## src/hw/rtl/sha512_pkg.sv

```systemverilog
// ----------------------------------------------------------------------------
// sha512_pkg
// Shared types, constants and the rotate function of the SHA-512 engine.
// ----------------------------------------------------------------------------
package sha512_pkg;

  localparam int unsigned ROUND_COUNT_DEF = 80;

  typedef struct packed {
    logic [63:0] data_word;
    logic [3:0]  valid_bytes;
    logic        last_word;
  } in_item_t;

  typedef struct packed {
    logic [63:0] digest_word;
    logic [2:0]  digest_index;
    logic        digest_last;
  } out_item_t;

  typedef enum logic [2:0] {
    ST_IDLE,
    ST_LOAD,
    ST_ROUND,
    ST_FOLD,
    ST_PAD,
    ST_EMIT
  } state_t;

  // word source for a schedule push
  typedef enum logic [1:0] {
    SRC_DATA,
    SRC_LASTW,
    SRC_ZERO,
    SRC_LEN
  } push_src_t;

  typedef struct packed {
    logic      push;
    push_src_t src;
    logic      add_len;
    logic      load;
    logic      round;
    logic      fold;
    logic      emit;
    logic      clear;
  } cmd_t;

  typedef struct packed {
    logic [3:0] word_position;
    logic       rounds_done;
    logic       emit_done;
  } status_t;

  localparam logic [63:0] INIT_HASH [8] = '{
    64'h6a09e667f3bcc908, 64'hbb67ae8584caa73b, 64'h3c6ef372fe94f82b,
    64'ha54ff53a5f1d36f1, 64'h510e527fade682d1, 64'h9b05688c2b3e6c1f,
    64'h1f83d9abfb41bd6b, 64'h5be0cd19137e2179};

  localparam logic [63:0] ROUND_K [80] = '{
    64'h428a2f98d728ae22, 64'h7137449123ef65cd, 64'hb5c0fbcfec4d3b2f, 64'he9b5dba58189dbbc,
    64'h3956c25bf348b538, 64'h59f111f1b605d019, 64'h923f82a4af194f9b, 64'hab1c5ed5da6d8118,
    64'hd807aa98a3030242, 64'h12835b0145706fbe, 64'h243185be4ee4b28c, 64'h550c7dc3d5ffb4e2,
    64'h72be5d74f27b896f, 64'h80deb1fe3b1696b1, 64'h9bdc06a725c71235, 64'hc19bf174cf692694,
    64'he49b69c19ef14ad2, 64'hefbe4786384f25e3, 64'h0fc19dc68b8cd5b5, 64'h240ca1cc77ac9c65,
    64'h2de92c6f592b0275, 64'h4a7484aa6ea6e483, 64'h5cb0a9dcbd41fbd4, 64'h76f988da831153b5,
    64'h983e5152ee66dfab, 64'ha831c66d2db43210, 64'hb00327c898fb213f, 64'hbf597fc7beef0ee4,
    64'hc6e00bf33da88fc2, 64'hd5a79147930aa725, 64'h06ca6351e003826f, 64'h142929670a0e6e70,
    64'h27b70a8546d22ffc, 64'h2e1b21385c26c926, 64'h4d2c6dfc5ac42aed, 64'h53380d139d95b3df,
    64'h650a73548baf63de, 64'h766a0abb3c77b2a8, 64'h81c2c92e47edaee6, 64'h92722c851482353b,
    64'ha2bfe8a14cf10364, 64'ha81a664bbc423001, 64'hc24b8b70d0f89791, 64'hc76c51a30654be30,
    64'hd192e819d6ef5218, 64'hd69906245565a910, 64'hf40e35855771202a, 64'h106aa07032bbd1b8,
    64'h19a4c116b8d2d0c8, 64'h1e376c085141ab53, 64'h2748774cdf8eeb99, 64'h34b0bcb5e19b48a8,
    64'h391c0cb3c5c95a63, 64'h4ed8aa4ae3418acb, 64'h5b9cca4f7763e373, 64'h682e6ff3d6b2b8a3,
    64'h748f82ee5defb2fc, 64'h78a5636f43172f60, 64'h84c87814a1f0ab72, 64'h8cc702081a6439ec,
    64'h90befffa23631e28, 64'ha4506cebde82bde9, 64'hbef9a3f7b2c67915, 64'hc67178f2e372532b,
    64'hca273eceea26619c, 64'hd186b8c721c0c207, 64'heada7dd6cde0eb1e, 64'hf57d4f7fee6ed178,
    64'h06f067aa72176fba, 64'h0a637dc5a2c898a6, 64'h113f9804bef90dae, 64'h1b710b35131c471b,
    64'h28db77f523047d84, 64'h32caab7b40c72493, 64'h3c9ebe0a15c9bebc, 64'h431d67c49c100d4c,
    64'h4cc5d4becb3e42b6, 64'h597f299cfc657e2a, 64'h5fcb6fab3ad6faec, 64'h6c44198c4a475817};

  function automatic logic [63:0] rotr(input logic [63:0] x, input int unsigned n);
    rotr = (x >> n) | (x << (64 - n));
  endfunction

endpackage

```

## src/hw/rtl/sha512_ctrl.sv

```systemverilog
// ----------------------------------------------------------------------------
// sha512_ctrl
// Sequencer: takes words, runs block compressions, pads, emits the digest.
// ----------------------------------------------------------------------------
module sha512_ctrl (
  input  logic                  clk,
  input  logic                  rst,
  input  logic                  in_valid,
  input  logic                  in_last,
  input  logic [3:0]            in_vb,
  output logic                  in_ready,
  input  logic                  out_ready,
  output logic                  out_valid,
  input  sha512_pkg::status_t   status,
  output sha512_pkg::cmd_t      cmd
);

  sha512_pkg::state_t state, state_next;
  // pad phase: 0 = final data word, 1 = zeros, 2 = length
  logic       padding, padding_next;
  logic [1:0] pad_phase, pad_phase_next;
  logic       full_last, full_last_next;

  always_ff @(posedge clk) begin
    if (rst) begin
      state     <= sha512_pkg::ST_IDLE;
      padding   <= 1'b0;
      pad_phase <= 2'd0;
      full_last <= 1'b0;
    end else begin
      state     <= state_next;
      padding   <= padding_next;
      pad_phase <= pad_phase_next;
      full_last <= full_last_next;
    end
  end

  always_comb begin
    state_next     = state;
    padding_next   = padding;
    pad_phase_next = pad_phase;
    full_last_next = full_last;
    cmd            = '0;
    cmd.src        = sha512_pkg::SRC_DATA;
    in_ready       = 1'b0;
    out_valid      = 1'b0;
    case (state)
      sha512_pkg::ST_IDLE: begin
        in_ready = 1'b1;
        if (in_valid) begin
          cmd.add_len = 1'b1;
          if (!in_last) begin
            cmd.push = 1'b1;
            if (status.word_position == 4'd15) state_next = sha512_pkg::ST_LOAD;
          end else begin
            // full last word pushed as is, the 0x80 word follows
            full_last_next = (in_vb >= 4'd8);
            padding_next   = 1'b1;
            pad_phase_next = 2'd0;
            state_next     = sha512_pkg::ST_PAD;
          end
        end
      end
      sha512_pkg::ST_PAD: begin
        cmd.push = 1'b1;
        case (pad_phase)
          2'd0: begin
            cmd.src = full_last ? sha512_pkg::SRC_DATA : sha512_pkg::SRC_LASTW;
            if (full_last) full_last_next = 1'b0;
            else pad_phase_next = 2'd1;
          end
          2'd1: begin
            cmd.src = sha512_pkg::SRC_ZERO;
          end
          default: begin
            cmd.src = sha512_pkg::SRC_LEN;
          end
        endcase
        if (status.word_position == 4'd15) state_next = sha512_pkg::ST_LOAD;
        else if (pad_phase == 2'd1 && status.word_position == 4'd14)
          pad_phase_next = 2'd2;
      end
      sha512_pkg::ST_LOAD: begin
        cmd.load   = 1'b1;
        state_next = sha512_pkg::ST_ROUND;
      end
      sha512_pkg::ST_ROUND: begin
        cmd.round = 1'b1;
        if (status.rounds_done) state_next = sha512_pkg::ST_FOLD;
      end
      sha512_pkg::ST_FOLD: begin
        cmd.fold = 1'b1;
        if (!padding) state_next = sha512_pkg::ST_IDLE;
        else if (pad_phase == 2'd2 && status.word_position == 4'd0)
          state_next = sha512_pkg::ST_EMIT;
        else state_next = sha512_pkg::ST_PAD;
      end
      sha512_pkg::ST_EMIT: begin
        out_valid = 1'b1;
        if (out_ready) begin
          cmd.emit = 1'b1;
          if (status.emit_done) begin
            cmd.clear    = 1'b1;
            padding_next = 1'b0;
            state_next   = sha512_pkg::ST_IDLE;
          end
        end
      end
      default: state_next = sha512_pkg::ST_IDLE;
    endcase
  end

endmodule

```

## config.mk

```make
export PLATFORM = sky130hd
export DESIGN_NAME = sha512_ctrl
export DESIGN_NICKNAME = d
export VERILOG_FILES = /design/src/hw/rtl/sha512_pkg.sv /design/src/hw/rtl/sha512_ctrl.sv
export SDC_FILE = /design/constraint.sdc
export NUM_CORES = 1
export LEC_CHECK = 0
export ABC_AREA = 0
export CORE_AREA = 2 2 39 41
export CTS_CLUSTER_SIZE = 40
export DETAILED_ROUTE_END_ITERATION = 10
export DIE_AREA = 0 0 41 43
export DONT_BUFFER_PORTS = 1
export PLACE_DENSITY_LB_ADDON = 0.12
export SYNTH_ARGS = -nofsm -noshare
export SYNTH_HDL_FRONTEND = slang
export SYNTH_SLANG_ARGS = --single-unit
```

## constraint.sdc

```tcl
create_clock -name clk -period 4 [get_ports clk]
set_input_delay 0.2 -clock clk [delete_from_list [all_inputs] [get_ports clk]]
set_output_delay 0.2 -clock clk [all_outputs]
set_load 0.05 [all_outputs]
```

# Word-level counts from Yosys, hierarchy flattened
# Cells that the tools add are included.
dict set report op_classes {
  order_cmp 1
  n_eq_ne 15
  n_mux 41
  n_reduce_logical 11
}
# operator n
set ops {}
lappend ops {{3-bit two-way mux} 7}
lappend ops {{1-bit two-way mux} 19}
lappend ops {{2-bit two-way mux} 9}
lappend ops {{3-bit case mux with 6 select lines} 1}
lappend ops {{2-bit != test, second input constant} 5}
lappend ops {{4-bit == test, second input constant} 2}
lappend ops {{2-bit case mux with 2 select lines} 2}
lappend ops {{4-bit AND reduction} 2}
lappend ops {{3-bit by 2-bit == test with 1-bit output, second input constant} 2}
lappend ops {{3-bit == test, second input constant} 2}
lappend ops {{1-bit case mux with 2 select lines} 3}
lappend ops {{5-bit AND reduction} 1}
lappend ops {{4-bit >= comparator, second input constant} 1}
lappend ops {{4-bit logical NOT} 1}
lappend ops {{2-bit nonzero test} 2}
lappend ops {{3-bit by 1-bit == test with 1-bit output, second input constant} 1}
lappend ops {{3-bit logical NOT} 1}
lappend ops {{3-bit AND reduction} 1}
lappend ops {{2-bit by 1-bit == test with 1-bit output, second input constant} 1}
lappend ops {{2-bit == test, second input constant} 1}
lappend ops {{1-bit logical AND} 2}
lappend ops {{2-bit logical NOT} 1}
lappend ops {{2-bit by 1-bit != test with 1-bit output, second input constant} 1}
dict set report totals {
  regBits 7
  in_bits 15
  out_inout_bits 11
  elab_cells 72
}

# Longest topological paths before layout
# Gate-level depths: netlist of run 1.
dict set report logic_depth {
  word_depth 5
  mapped_depth 5
  ltp_nobuf 4
}

# Least setup slack after synthesis of run 1
# Ideal clock, no wire load.
dict set report synth_timing {
  path_kind {register to register}
  startpoint {register state[1]}
  endpoint {register state[0]}
  setup_time_ps 86
  arrival_time_ps 2168
  t_required_ps 3914
  setup_slack_ps 1746
  path_stages_with_launch 5
  n_path_buf 1
  period_less_slack_ps 2254
  cell_sequence {dfxtp_1 buf_2 nor3b_1 nor3_1 o31ai_2}
}
dict set report synth_between {
  elab_chain_cells 3
  elab_cells_between_ends 12
  cone_classes {eq/ne (9); mux (1); reduce/logical (2)}
}
# item line
set synth_lines {}
lappend synth_lines {{start: declaration} sha512_ctrl.sv:18} ;# sha512_pkg::state_t state, state_next;
lappend synth_lines {{start signal: assignment} sha512_ctrl.sv:26} ;# state <= sha512_pkg::ST_IDLE;
lappend synth_lines {{start signal: assignment} sha512_ctrl.sv:31} ;# state <= state_next;
lappend synth_lines {{3-bit by 2-bit == test with 1-bit output, or another cell as far along} sha512_ctrl.sv:47} ;# case (state)
lappend synth_lines {{2-bit != test (no source line)} --}
lappend synth_lines {{4-bit AND reduction (no source line)} --}
# Several ways; a longest one is shown, not always the timed one.
# A chain may end at the register's enable or synchronous reset.

==> impl_metrics.py, run 1 <==
metrics = {
    "synth": {
        "ys_top_cells_by_count": "nor2_1, dfxtp_1, a21oi_1, nor3_1",
        "netlist_instances": 71,
        "synth_top_flop_cell": "dfxtp_1",
        "synthAdderAreaFrac": 0,
        "netlist.area_leader.share": 0.2718,
        "synth_top_family_by_area": "simple AND/OR/NAND/NOR gates",
        "yosysMostFrequentCell": "nor2_1",
        "ys_seq_area_frac": 0.2718,
        "yosys.area_share.simple": 0.4976,
        "synth_edf_count": 0,
        "yosys.area.top_type": "dfxtp_1",
        "syn_nets": 86,
        "avgSynthCellArea_sq_um": 7.260,
        "ys_async_sr_fraction": 0,
        "yosysWarnings": 0,
        "synth.distinct_cells": 32,
        "synth-seq-cells": 7,
        "synth_xor_area_frac": 0,
        "synth.area.top_cells": "dfxtp_1, nor2_1, a21oi_1",
        "synth-compound-area-share": 0.1529,
        "synth_area_sq_um": 515.5,
        "muxShareOfSynthArea": 0.01942,
    },
    "routing": {
        "drc": 0,
        "vias_per_cell": 5.739,
        "drtIter0Drc": 17,
        "drtAntennaViolNets": 0,
        "wire_per_inst_microns": 13.51,
        "vias": 505,
        "dr.pass1.iters": 4,
        "routed_wl_microns": 1189,
    },
    "power": {
        "power_mw": 0.1874,
        "power_density_nw_per_um2": 334.4,
        "peakVddDrop_mv": 0.1442,
        "p_leak_nw": 0.2088,
    },
    "placement": {
        "dp_hpwl_microns": 939.2,
        "io_buffers": 0,
        "gp_congestion": 0.7122,
        "post_dp_cell_area_sq_um": 534.3,
    },
    "grt": {
        "grt_usage": 0.1532,
        "antenna_found_initial": 0,
        "grt_max_degree": 18,
        "grt_pass1_wl_microns": 1787,
        "grt_pass1_vias": 429,
        "grt_overflow": 0,
    },
    "timing": {
        "period_share": 0.5754,
        "finalCriticalPeriod_ns": 2.302,
        "final_max_slew_viol_count": 0,
        "setup_viol": 0,
        "hold_viol_final": 0,
        "skew_ns": 0.002611,
        "grt_setup_unrepaired": "false",
        "worst_pin_slew_ns": 0.9544,
        "tns_ns": 0,
        "slew_headroom": 0.3610,
        "fmax_ghz": 0.4344,
    },
    "clock_tree": {
        "clk_pin_slew_ns": 0.05,
        "cts.sinks": 7,
        "cts_made_buffers": 3,
        "cts_buffer_depth": 2,
        "cts-resized-gates": 0,
        "postCtsSetupBuffers": 0,
        "cts_tree": "built",
        "insertion_delay_ns": 0.25,
        "ctsHtreeMaxLevel": 1,
        "cts_hold_buf": 0,
        "clockRootBuffer": "clkbuf_4",
    },
    "layout": {
        "antennaDiodeCount": 0,
        "layout-drive-gt1-share": 0.1528,
        "num-fill-cells": 169,
        "area_growth_pct": 8.738,
        "fin_nets": 88,
        "utilization": 0.4051,
        "design_area_sq_um": 560.5,
    },
    "critical_path": {
        "critPathLaunchType": "register",
        "cp_cell_sequence": "and3b_1 -> and3_1",
        "critPathTopFamily": "simple AND/OR/NAND/NOR gates",
        "r2r-start": "state[2]$_SDFFE_PP0P_",
        "crit_type": "reg -> out",
        "endpoint_kind": "output pin",
        "cpPeakStageDelay_ns": 0.66,
        "worst-path-max-fanout": 17,
        "crit_start": "state[2]$_SDFFE_PP0P_",
        "crit_buf_inv": 0,
        "cp.arrival_ns": 2.10,
        "critPathRequiredTime_ns": 3.80,
        "slowest_stage": "dfxtp_1",
    },
    "floorplanning": {
        "dieArea_sq_um": 1763,
        "coreArea_sq_um": 1384,
        "die_w_microns": 41,
        "die_h_microns": 43,
        "placementRows": 14,
        "start_util": 0.3725,
        "ios": 26,
    },
    "hold_path": {
        "hold_path_class": "in -> reg",
        "hold_start": "rst",
    },
    "job": {
        "cap_violations": 0,
    },
    "status": {
        "status": "complete, no violations",
    },
}
-- worst paths after layout --
| kind | depth (start not counted) | to | slack (ns) |
|---|---|---|---|
| max | 2 | cmd[0] | 1.70 |
| min | 1 | pad_phase[1]$_SDFFE_PP0P_ | 0.02 |
| max reg2reg | 3 | padding$_SDFFE_PP0P_ | 1.91 |
| min reg2reg | 2 | full_last$_SDFFE_PP0P_ | 0.48 |
-- cell usage in the layout (no fill, tap or decap), types with 2 or more instances in the layout --
cell type,synthesis,routed
nand4b_1,2,2
nor2_1,11,11
nand2_1,4,4
and2_1,4,4
or2_2,2,2
inv_1,2,2
nand3_1,2,2
nor3_1,5,5
dfxtp_1,7,7
and3b_1,2,2
a21oi_1,6,6
or3_1,2,2
nor3b_2,0,2
clkbuf_4,0,3
-- cells by family (layout without fill, tap and decap cells) --
family	after synthesis	in the layout
buffers and inverters	7	8
and+or+nand+nor	44	44
muxes	1	1
DFF	7	7
AOI/OAI and AO/OA	12	12
-- power breakdown --
group          leakage [nW]  switching (mW)  internal (mW)
registers            0.0571         0.00671         0.0735
clock network        0.0150          0.0255         0.0380
logic                 0.137          0.0298         0.0139
total                 0.209          0.0621          0.125
-- state kept, by name, summed over array words and instances, names as in the netlist --
| name | count |
|---|---|
| full_last | 1 |
| padding | 1 |
| pad_phase | 2 |
| state | 3 |
-- metrics by stage --
step | setup WS (ns) | std cells | hold slack, ns
floorplan | 1.746 | 71 | 0.3685
global placement | 1.924 | 84 | 0.2744
detailed placement | 1.919 | 84 | 0.2733
CTS | 1.692 | 88 | 0.005125
global route | 1.596 | 88 | 0.007047
finish | 1.698 | 88 | 0.01698
-- per-layer routing --
layer | GRT usage | vias up | wire (microns)
met3 | 0.06283 | 2 | 115
li1 | - | 259 | -
met4 | 0.08000 | 0 | 10
met2 | 0.1969 | 18 | 529
met5 | 0 | - | 0
met1 | 0.2117 | 226 | 533
-- final cells by class --
cell class | count | area (sq um) | share of cell area
multi-input cells | 57 | 355.3 | 0.6339
flip-flops and latches | 7 | 140.1 | 0.2500
clock buffers | 4 | 26.28 | 0.04687
well taps | 16 | 20.02 | 0.03571
inverters | 3 | 11.26 | 0.02009
repair buffers | 1 | 7.507 | 0.01339
(Power assumes the default switching activity.)
==> run 2, diff against run 1 <==
--- a/config.mk
+++ b/config.mk
@@ -5,7 +5,7 @@
 export SDC_FILE = /design/constraint.sdc
 export NUM_CORES = 1
 export LEC_CHECK = 0
-export ABC_AREA = 0
+export ABC_AREA = 1
 export CORE_AREA = 2 2 39 41
 export CTS_CLUSTER_SIZE = 40
 export DETAILED_ROUTE_END_ITERATION = 10
==> constraint.sdc (replaced) <==
create_clock -name clk -period 2.1 [get_ports clk]
set_input_delay 0.105 -clock clk [delete_from_list [all_inputs] [get_ports clk]]
set_output_delay 0.105 -clock clk [all_outputs]
set_load 0.05 [all_outputs]
==> impl_metrics.py, run 2 <==
metrics = {
    "grt": {
        "grt_usage": 0.1504,
        "grt_pass1_wl_microns": 1842,
        "grt_overflow": 0,
        "antenna_found_initial": 0,
        "grt_pass1_vias": 466,
        "grt_max_degree": 8,
    },
    "routing": {
        "drtAntennaViolNets": 0,
        "wire_per_inst_microns": 10.12,
        "routed_wl_microns": 1133,
        "dr.pass1.iters": 4,
        "drtIter0Drc": 13,
        "drc": 0,
        "vias": 534,
        "vias_per_cell": 4.768,
    },
    "critical_path": {
        "crit_type": "reg -> out",
        "critPathLaunchType": "register",
        "critPathRequiredTime_ns": 2.00,
        "worst-path-max-fanout": 7,
        "endpoint_kind": "output pin",
        "cp.arrival_ns": 1.62,
    },
    "timing": {
        "fmax_ghz": 0.5798,
        "slew_headroom": 0.5978,
        "grt_setup_unrepaired": "false",
        "tns_ns": 0,
        "final_max_slew_viol_count": 0,
        "setup_viol": 0,
        "worst_pin_slew_ns": 0.6026,
        "skew_ns": 0.003064,
        "period_share": 0.8213,
        "hold_viol_final": 0,
        "finalCriticalPeriod_ns": 1.725,
    },
    "synth": {
        "ys_async_sr_fraction": 0,
        "netlist.area_leader.share": 0.2759,
        "synth.area.top_cells": "dfxtp_1, nand2_1, inv_1",
        "syn_nets": 98,
        "synth_area_sq_um": 508.0,
        "yosys.area.top_type": "dfxtp_1",
        "netlist_instances": 83,
        "ys_seq_area_frac": 0.2759,
        "synth_top_flop_cell": "dfxtp_1",
        "synth-seq-cells": 7,
        "ys_top_cells_by_count": "nand2_1, inv_1, nand3_1, dfxtp_1, nor2_1",
        "synth.distinct_cells": 22,
        "yosysMostFrequentCell": "nand2_1",
        "yosysWarnings": 0,
        "synth_edf_count": 0,
        "avgSynthCellArea_sq_um": 6.120,
    },
    "clock_tree": {
        "cts_buffer_depth": 2,
        "clockRootBuffer": "clkbuf_4",
        "cts-resized-gates": 0,
        "cts_tree": "built",
        "insertion_delay_ns": 0.25,
        "cts_made_buffers": 3,
        "postCtsSetupBuffers": 0,
        "cts_hold_buf": 1,
        "clk_pin_slew_ns": 0.05,
        "ctsHtreeMaxLevel": 1,
        "cts.sinks": 7,
    },
    "power": {
        "intPower_mw": 0.2523,
        "clockPowerShare": 0.305,
        "seqPwrFrac": 0.380,
        "power_density_nw_per_um2": 600.6,
        "swShare": 0.3628,
        "peakVddDrop_mv": 0.2888,
        "power.switching_mw": 0.1437,
        "pwr-share-comb": 0.315,
        "p_leak_nw": 0.3233,
    },
    "floorplanning": {
        "die_h_microns": 43,
        "coreArea_sq_um": 1384,
        "placementRows": 14,
        "start_util": 0.3671,
        "die_w_microns": 41,
        "ios": 26,
        "dieArea_sq_um": 1763,
    },
    "layout": {
        "layout_common_cells": "nand2_1, inv_1, nand3_1",
        "fin_nets": 112,
        "largest_reg_flops": 3,
        "layout_commonest_cell": "nand2_1",
        "area_growth_pct": 29.80,
        "stdcell_count": 112,
        "antennaDiodeCount": 0,
        "layout-drive-gt1-share": 0.2917,
        "biggestRegsByFlops": "state x3, pad_phase x2",
        "utilization": 0.4765,
        "top_register": "state",
    },
    "placement": {
        "gp_congestion": 0.8221,
        "dpl.cell_count": 107,
        "dp_hpwl_microns": 954,
        "io_buffers": 0,
    },
    "job": {
        "cap_violations": 0,
    },
    "hold_path": {
        "hold_path_class": "in -> reg",
    },
    "status": {
        "status": "complete, no violations",
    },
}
run 2: final timing paths:
check | from | endpoint | slack [ns] | cells after the start
worst max register to register | state[0]$_SDFFE_PP0P_ | state[0]$_SDFFE_PP0P_ | 0.59 | 8
worst min-delay path | in_vb[3] | full_last$_SDFFE_PP0P_ | 0.02 | 2
worst max-delay path | state[2]$_SDFFE_PP0P_ | cmd[1] | 0.38 | 5
worst min register to register | full_last$_SDFFE_PP0P_ | full_last$_SDFFE_PP0P_ | 0.46 | 2
run 2: routing by layer:
| layer | track usage | vias to the layer above | part of all wire |
|---|---|---|---|
| met2 | 0.2063 | 13 | 0.47 |
| met3 | 0.03665 | 0 | 0.056 |
| li1 | - | 291 | - |
| met5 | 0 | - | 0 |
| met1 | 0.2190 | 230 | 0.47 |
| met4 | 0.06000 | 0 | 0 |
run 2: critical path: stages, from the launching register on:
cell	delay, ns
dfxtp_1	0.49
inv_2	0.12
nor3_2	0.19
buf_4	0.23
and2_1	0.19
buf_12	0.14
run 2: cells by family (layout without fill, tap and decap cells):
kind of cell           count (synthesis)  count (layout)  synth area share
AND/OR/NAND/NOR                       47              47            0.4631
buffers and inverters                 17              30            0.1256
AO/OA/AOI/OAI                         12              12            0.1355
flip-flops                             7               7            0.2759
run 2: per-stage QoR:
stage / hold slack (ns) / cell area, sq um / setup WS (ns) / power, mW
final: 0.02281 / 659.4 / 0.3753 / 0.3960
after global routing: 0.03252 / 659.4 / 0.2842 / 0.4204
after CTS: 0.01735 / 659.4 / 0.3605 / 0.4018
after detailed placement: 0.1773 / 623.1 / 0.5921 / 0.2766
after global placement: 0.1758 / 623.1 / 0.5935 / 0.2765
after floorplan: 0.1741 / 508.0 / 0.2194 / 0.2505
run 2: area by class of cell:
type | count | area (sq um)
fillers | 152 | 724.4
multi-input cells | 59 | 314.1
flip-flops and latches | 7 | 140.1
repair buffers | 9 | 95.09
inverters | 17 | 63.81
clock buffers | 4 | 26.28
well taps | 16 | 20.02
run 2: power by group through the flow:
stage	sequential, mW	clock (mW)	combinational [mW]
floorplan	0.151	0	0.0992
global placement	0.153	0	0.123
global route	0.152	0.132	0.136
CTS	0.150	0.125	0.126
finish	0.151	0.121	0.125
detailed placement	0.153	0	0.124
